**src/hw/rtl/scpa_pkg.sv**
```systemverilog
// Shared types, codes and constants of the size-class pool allocator.
// Used by every module of the block; depends on nothing else.
`default_nettype none

package scpa_pkg;

  // Default values of the top-level parameters.
  localparam int DEF_POOLS           = 6;
  localparam int DEF_MAX_BLOCKS      = 4096;
  localparam int DEF_MIN_BLOCK_BYTES = 8;

  // Configuration register file: six pool block counts.
  localparam int REG_W     = 13;
  localparam int REG_COUNT = 6;
  localparam int CFG_IDX_W = 3;
  localparam logic [REG_W-1:0] CFG_RESET = 13'd4096;

  // Fixed field widths.
  localparam int SIZE_W    = 32;
  localparam int FADDR_W   = 32;
  localparam int POOL_ID_W = 3;
  localparam int BADDR_W   = 21;

  // Command codes.
  localparam logic CMD_ALLOC = 1'b0;
  localparam logic CMD_FREE  = 1'b1;

  // Result status codes.
  typedef enum logic [2:0] {
    STAT_GRANTED   = 3'd0,
    STAT_EMPTY     = 3'd1,
    STAT_TOO_LARGE = 3'd2,
    STAT_FREED     = 3'd3,
    STAT_NOT_POOL  = 3'd4
  } status_t;

  // One request transaction.
  typedef struct packed {
    logic               cmd;
    logic [SIZE_W-1:0]  req_size;
    logic [FADDR_W-1:0] free_addr;
  } req_item_t;

  // One response transaction.
  typedef struct packed {
    status_t              status;
    logic [POOL_ID_W-1:0] pool_index;
    logic [BADDR_W-1:0]   block_addr;
  } rsp_item_t;

  // Status of the layout unit toward the control logic.
  typedef struct packed {
    logic busy;
    logic clear_lists;
  } layout_status_t;

  // Number of trailing zero bits of a positive constant.
  function automatic int trailing_zeros(input int v);
    int n;
    n = 0;
    for (int i = 0; i < 31; i++) begin
      if (v[i] == 1'b0 && n == i) begin
        n = i + 1;
      end
    end
    return n;
  endfunction

endpackage

`default_nettype wire

```
**src/hw/rtl/scpa_layout.sv**
```systemverilog
// Configuration registers and pool layout of the size-class pool allocator.
// Holds the block counts and rebuilds the pool end addresses one pool per cycle.
// Depends on scpa_pkg.
`default_nettype none

module scpa_layout #(
  parameter int POOLS           = scpa_pkg::DEF_POOLS,
  parameter int MAX_BLOCKS      = scpa_pkg::DEF_MAX_BLOCKS,
  parameter int MIN_BLOCK_BYTES = scpa_pkg::DEF_MIN_BLOCK_BYTES,
  parameter int CNT_W           = 13,
  parameter int AREA_W          = 21,
  parameter int PSEL_W          = 3
) (
  input  logic                              clk,
  input  logic                              rst,
  input  logic                              cfg_write,
  input  logic [scpa_pkg::CFG_IDX_W-1:0]    cfg_index,
  input  logic [scpa_pkg::REG_W-1:0]        cfg_data,
  output logic [CNT_W-1:0]                  pool_cap [POOLS],
  output logic [AREA_W-1:0]                 bound [POOLS+1],
  output scpa_pkg::layout_status_t          status
);
  import scpa_pkg::*;

  logic [REG_W-1:0]  count_reg [POOLS];
  logic [AREA_W-1:0] bound_hi [POOLS];
  logic [AREA_W-1:0] acc;
  logic [AREA_W-1:0] acc_next;
  logic [PSEL_W-1:0] sweep_idx;
  logic              busy;
  logic              cfg_hit;

  // A write to any listed register changes the layout and empties the lists.
  assign cfg_hit = cfg_write && (cfg_index < CFG_IDX_W'(REG_COUNT));

  assign status.busy        = busy;
  assign status.clear_lists = cfg_hit;

  // Counts above the pool capacity saturate at the capacity.
  always_comb begin
    for (int i = 0; i < POOLS; i++) begin
      pool_cap[i] = (32'(count_reg[i]) > 32'(MAX_BLOCKS)) ? CNT_W'(MAX_BLOCKS)
                                                           : CNT_W'(count_reg[i]);
    end
  end

  // Pool i spans bound[i] up to bound[i+1].
  always_comb begin
    bound[0] = '0;
    for (int i = 0; i < POOLS; i++) begin
      bound[i+1] = bound_hi[i];
    end
  end

  // Running sum of pool sizes during the sweep.
  assign acc_next = acc + ((AREA_W'(pool_cap[sweep_idx]) * AREA_W'(MIN_BLOCK_BYTES))
                           << sweep_idx);

  // Register writes and the sweep that rebuilds the pool bounds.
  always_ff @(posedge clk) begin
    if (rst) begin
      for (int i = 0; i < POOLS; i++) begin
        count_reg[i] <= CFG_RESET;
      end
      busy      <= 1'b1;
      sweep_idx <= '0;
      acc       <= '0;
    end else if (cfg_hit) begin
      if (32'(cfg_index) < 32'(POOLS)) begin
        count_reg[cfg_index[PSEL_W-1:0]] <= cfg_data;
      end
      busy      <= 1'b1;
      sweep_idx <= '0;
      acc       <= '0;
    end else if (busy) begin
      bound_hi[sweep_idx] <= acc_next;
      acc                 <= acc_next;
      if (32'(sweep_idx) == 32'(POOLS - 1)) begin
        busy <= 1'b0;
      end else begin
        sweep_idx <= sweep_idx + PSEL_W'(1);
      end
    end
  end

endmodule

`default_nettype wire

```
**config.mk**
```make
export PLATFORM = sky130hd
export DESIGN_NAME = scpa_layout
export DESIGN_NICKNAME = d
export VERILOG_FILES = /design/src/hw/rtl/scpa_pkg.sv /design/src/hw/rtl/scpa_layout.sv
export SDC_FILE = /design/constraint.sdc
export NUM_CORES = 1
export LEC_CHECK = 0
export BUFFER_PORTS_ARGS = -buffer_cell sky130_fd_sc_hd__buf_4
export CAP_MARGIN = 5
export CORE_MARGIN = 8
export CORE_UTILIZATION = 53
export CTS_BUF_LIST = sky130_fd_sc_hd__clkbuf_8 sky130_fd_sc_hd__clkbuf_16
export DETAILED_ROUTE_END_ITERATION = 6
export PLACE_DENSITY_LB_ADDON = 0.25
export SYNTH_ARGS = -nofsm -noshare
export SYNTH_HDL_FRONTEND = slang
export SYNTH_SLANG_ARGS = --single-unit
export TNS_END_PERCENT = 1
```
**constraint.sdc**
```tcl
create_clock -name clk -period 7.1 [get_ports clk]
set_clock_uncertainty 0.15 [all_clocks]
set_input_delay 1.42 -clock clk [delete_from_list [all_inputs] [get_ports clk]]
set_output_delay 1.42 -clock clk [all_outputs]
set_load 0.01 [all_outputs]
```
======== Word level (Yosys, flattened, before mapping) ========
Memories as Yosys holds them, arrays and structs flattened.
Cells that the tools add are included.
word-level totals
  bits in registers ....................... 25
  memory bits (writable) .................. 204
  input port bits ......................... 19
  logic and storage cells ................. 48
  memories kept ........................... 2
memories
  name       depth  bits a word  read ports  clocked after memory_dff  wr ports  line               text
  bound_hi   6      21           6           0                         1         scpa_layout.sv:26  logic [AREA_W-1:0] bound_hi [POOLS];
  count_reg  6      13           6           0                         6         scpa_layout.sv:25  logic [REG_W-1:0] count_reg [POOLS];
cells by class
  add/subtract/negate cells ............... 2
  $lt $le $gt $ge ......................... 9
  eq/ne operators ......................... 1
  shift operators ......................... 1
  mux-type cells .......................... 24
  bitwise gates (word level) .............. 2
  reduce and logical (&&, ||, !) cells .... 4
operator list
  cell                                               count
  two-way mux 13 bit                                 9
  > comparator 13 bit, second input constant         6
  binary-select mux 13 bit (select 3 bit)            1
  adder 21 bit                                       1
  left shift 16 x 3 -> 21 bit                        1
  two-way mux 1 bit                                  13
  OR reduction 13 bit                                1
  less-than comparator 3 bit, second input constant  2
  >= comparator 4 bit, second input constant         1
  NOT 3 -> 4 bit                                     1
  adder 3 x 1 -> 3 bit, second input constant        1
  equality test 3 bit, second input constant         1
  two-way mux 3 bit                                  1
  AND reduction 2 bit                                1
  OR reduction 2 bit                                 1
  logical AND 1 bit                                  1
  NOT 1 bit                                          1

======== Logic depth before layout (Yosys ltp) ========
An unclocked memory read counts as a cell.
  word-level depth ........................ 8
  depth in mapped cells ................... 17
  mapped depth without buffers ............ 16

======== Least setup slack after synthesis ========
OpenSTA, ideal clock, no wires.
  path kind ............................... input to register
  start point ............................. in cfg_write
  end point ............................... mem bound_hi[5][10] (enable)
  setup time .............................. 493 ps
  data arrival time ....................... 5003 ps
  data required time ...................... 6457 ps
  slack ................................... 1455 ps
  stages on the path ...................... 4
  path through ............................ a21boi_0 -> nor2_1 -> nand2_1 -> a2111oi_0
between the ends
  word-level cells in the longest chain between the ends .. 4
ends and longest elaborated chain
  what                                     line               text
  start, declared                          scpa_layout.sv:16  input logic cfg_write,
  logical AND 1 bit                        scpa_layout.sv:34  assign cfg_hit = cfg_write && (cfg_index < CFG_IDX_W'(REG_COUNT));
  two-way mux 1 bit                        scpa_layout.sv:68  end else if (cfg_hit) begin
  two-way mux 1 bit                        scpa_layout.sv:61  if (rst) begin
  two-way mux 1 bit (implied by the code)  scpa_layout.sv:76  bound_hi[sweep_idx] <= acc_next;
  end, declared                            scpa_layout.sv:26
Every way passes these cells.

======== Final worst setup path ========
  start point ............................. reg sweep_idx[0]
  end point ............................... reg acc[19]
between the ends
  word-level cells in the longest chain between the ends .. 6
ends and longest elaborated chain
  what                                                   line               text
  start, declared                                        scpa_layout.sv:29  logic [PSEL_W-1:0] sweep_idx;
  start signal, assigned                                 scpa_layout.sv:81  sweep_idx <= sweep_idx + PSEL_W'(1);
  NOT 3 -> 4 bit (implied by the code)                   scpa_layout.sv:56  assign acc_next = acc + ((AREA_W'(pool_cap[sweep_idx]) * AREA_W'(MIN_BLOCK_BYTES))
  binary-select mux 13 bit (select 3 bit)                scpa_layout.sv:56
  two-way mux 13 bit (implied by the code) (2 in a row)  scpa_layout.sv:56
  left shift 16 x 3 -> 21 bit (*)                        scpa_layout.sv:56
  adder 21 bit (*)                                       scpa_layout.sv:56
  net acc_next[19]                                       scpa_layout.sv:28  logic [AREA_W-1:0] acc_next;
  end signal, assigned                                   scpa_layout.sv:77  acc <= acc_next;
  end, declared                                          scpa_layout.sv:27  logic [AREA_W-1:0] acc;
The timed path passes the listed nets; every way through them passes the cells marked *. The select of a mux whose other input is x is not followed.
A chain may end at the register's enable or synchronous reset.

==> summary.txt <==
clock slew at reported path FFs = 0.06 ns
Vias = 6710
Post-Place Worst Slack = 2.31 ns
Routed Antenna Nets = 0
Residual DRC = 0
initial antenna violation count = 0
TritonRoute pass-1 iters = 5
CP Launch Type = register
die width = 151 um
Die Ht = 151 um
n_diodes = 0
Multi-input gate area = 0.00320 sq mm
Final nets = 1027
worst-skew pair later-pin latency = 0.49 ns
worst endpoint required time = 7.38 ns
FP Rows = 49
Seq pwr share = 47.7%
Yosys reg bits = 208
IO buf count = 206
Post-synth EDFFs = 186
Crit Path Max Fanout = 25
CP arrival = 5.23 ns
DR iter-0 viols = 406
wire per inst = 21.5 um
largest net degree at the start of global routing = 34
Synth cell types = 65
sequential share of the synthesized area = 62.5%
switching share of power = 25.6%
hold_ws = 0.337 ns
synth warn = 0
power density cells = 265 mW/mm^2
Pleak = 4.89 nW
max-slew violations = 0
vias in the first global route = 6867
first-pass GRT wire length = 39.5 mm
Max-Cap Viols = 0
total CTS buffers = 21
min cycle time layout = 4.94 ns
Least-Margin Pin Slew = 1.13 ns
Final Hold Viols = 0
Mapped Area = 0.00964 sq mm
Initial Utilization = 53.9%
worst vdd ir = 0.000172 V
final worst-path cycle share = 69.6%
maximum clock frequency = 202 MHz
share of layout cells above drive strength 1 = 27.8%
RD Place Congestion = 0.930
Fillers = 1403
clk buf depth = 3
outcome = completed
H-tree Lvls = 1
final worst slack = 2.16 ns
Setup crit end kind = register
hold_buf cts = 0
storage element area = 0.00603 sq mm
CTS tree = built
cell internal pwr = 0.00236 W
ys flop type = edfxtp_1
Cells after Synth = 792
num ports = 246
Synth async-reset ratio = 0%
clock tree root buffer cell = clkbuf_16
final count of negative-setup-slack endpoints = 0
Area Overhead vs Synth = 24.1%
final wirelength = 26.5 mm
CTS sink count = 208
type of the worst min-delay path = register to register
Comb pwr share = 16.8%
GRT Util Overall = 22.6%
WS Path Type = register to register
max reg flops = 108
P_sw = 0.000810 W
setup bufs post-CTS = 0
Post-Syn Area per Cell = 12.2 sq um
final setup TNS = 0 ns
grt ovf = 0
RSZ-0062 raised after global routing = false
Slew headroom = 24.8%
vias per inst = 5.45
post_cts resized = 0
DIE AREA = 0.0228 sq mm
Clk pwr share = 35.5%
post-detail-place hpwl = 19.9 mm
Core Area = 0.0179 sq mm
==> area by class of cell <==
class,count,area share (%)
flip-flops and latches,208,50.4
multi-input cells,514,26.7
repair buffers,219,13.7
clock buffers,24,4.74
well taps,229,2.40
clock inverters,13,1.26
inverters,24,0.753
==> layout by cell type, fill, tap and decap left out, types with 4 or more instances in the layout <==
master	count
buf_4	219
edfxtp_1	186
nor2_1	95
nor2b_1	77
conb_1	39
nand2_1	34
inv_1	26
a21oi_1	25
o21ai_0	22
dfxtp_1	22
clkbuf_16	21
mux2i_1	19
ha_1	19
and2_1	16
nand3_1	13
o22ai_1	12
nand2b_1	12
xnor2_1	11
o211ai_1	9
o21a_1	8
nor3_1	8
a211oi_1	6
or3_1	6
a21o_1	5
or2_2	5
mux4_2	5
nor2_2	5
xor2_1	4
o22a_1	4
mux2_2	4
==> cells in the mapped netlist, drive strengths merged, types with 5 or more instances <==
| library cell | instances | area share (%) |
|---|---|---|
| a21boi | 5 | 0.39 |
| clkbuf | 35 | 1.4 |
| or3 | 6 | 0.39 |
| nand3 | 13 | 0.67 |
| o21a | 8 | 0.62 |
| a21o | 5 | 0.39 |
| and2 | 16 | 1.0 |
| nor3 | 8 | 0.42 |
| inv | 24 | 0.93 |
| o211ai | 9 | 0.70 |
| a211oi | 6 | 0.47 |
| nand2 | 34 | 1.3 |
| nor2 | 100 | 3.9 |
| xnor2 | 11 | 1.0 |
| mux4 | 5 | 1.2 |
| nand2b | 12 | 0.78 |
| mux2i | 19 | 2.0 |
| ha | 19 | 2.5 |
| edfxtp | 186 | 58 |
| dfxtp | 22 | 4.6 |
| nor2b | 77 | 5.0 |
| buf | 49 | 3.7 |
| o21ai | 24 | 1.2 |
| or2 | 5 | 0.32 |
| o22ai | 12 | 0.78 |
| a21oi | 25 | 1.3 |
==> power by group through the flow <==
| stage | Combinational, W | Sequential (W) | Clock (W) |
|---|---|---|---|
| 2_1_floorplan | 0.000347 | 0.00153 | 0 |
| 3_3_place_gp | 0.000521 | 0.00153 | 0 |
| 3_5_place_dp | 0.000530 | 0.00154 | 0 |
| 4_1_cts | 0.000532 | 0.00151 | 0.00114 |
| 5_1_grt | 0.000585 | 0.00152 | 0.00118 |
| 6_report | 0.000532 | 0.00151 | 0.00113 |
==> critical path: stages, from the launching register on <==
cell and delay [ns]:
dfxtp_1 0.71, inv_2 0.42, mux2i_1 0.24, o21ai_0 0.08, or3b_1 0.30, nor2_1 0.06
o41ai_1 0.54, mux2i_1 0.18, ha_1 0.40, o21ai_0 0.11, a21oi_1 0.24, a21boi_1 0.30
o221a_2 0.28, a31oi_1 0.12, xnor2_1 0.52, a22o_1 0.23
==> stage by stage <==
| stage | utilization (%) | instance area (sq um) | power [W] | instances |
|---|---|---|---|---|
| after floorplan | - | 9780 | 0.00187 | 830 |
| after global placement | 62.8 | 11200 | 0.00206 | 1194 |
| after detailed placement | 62.8 | 11200 | 0.00207 | 1194 |
| after CTS | 66.8 | 12000 | 0.00318 | 1231 |
| after global routing | 66.8 | 12000 | 0.00329 | 1231 |
| final | 66.8 | 12000 | 0.00317 | 1231 |
==> cell families after synthesis <==
logic type | count (synthesis) | synth area share, %
buffers and inverters | 108 | 5.98
adder cells (fa/ha/maj) | 20 | 2.67
multiplexers | 28 | 3.61
flip-flops | 208 | 62.5
AND/OR/NAND/NOR | 288 | 15.2
AO/OA/AOI/OAI | 124 | 8.64
XOR/XNOR | 15 | 1.36
other | 1 | 0.0389
==> path summary, 6_finish.rpt <==
path                            slack, ns       to         start  cells after the start
worst max register to register       2.16  acc[19]  sweep_idx[0]                     15
worst min-delay path                 0.34  acc[19]       acc[19]                      1
worst min register to register       0.34  acc[19]       acc[19]                      1
worst max-delay path                 2.16  acc[19]  sweep_idx[0]                     15
==> layer usage <==
layer	share of wire (%)	track usage (%)
met2	51	39.6
met1	38	27.3
met4	2.7	7.08
met3	8.5	5.02
met5	0	0
No activity file was read; power rests on OpenSTA's default activity.
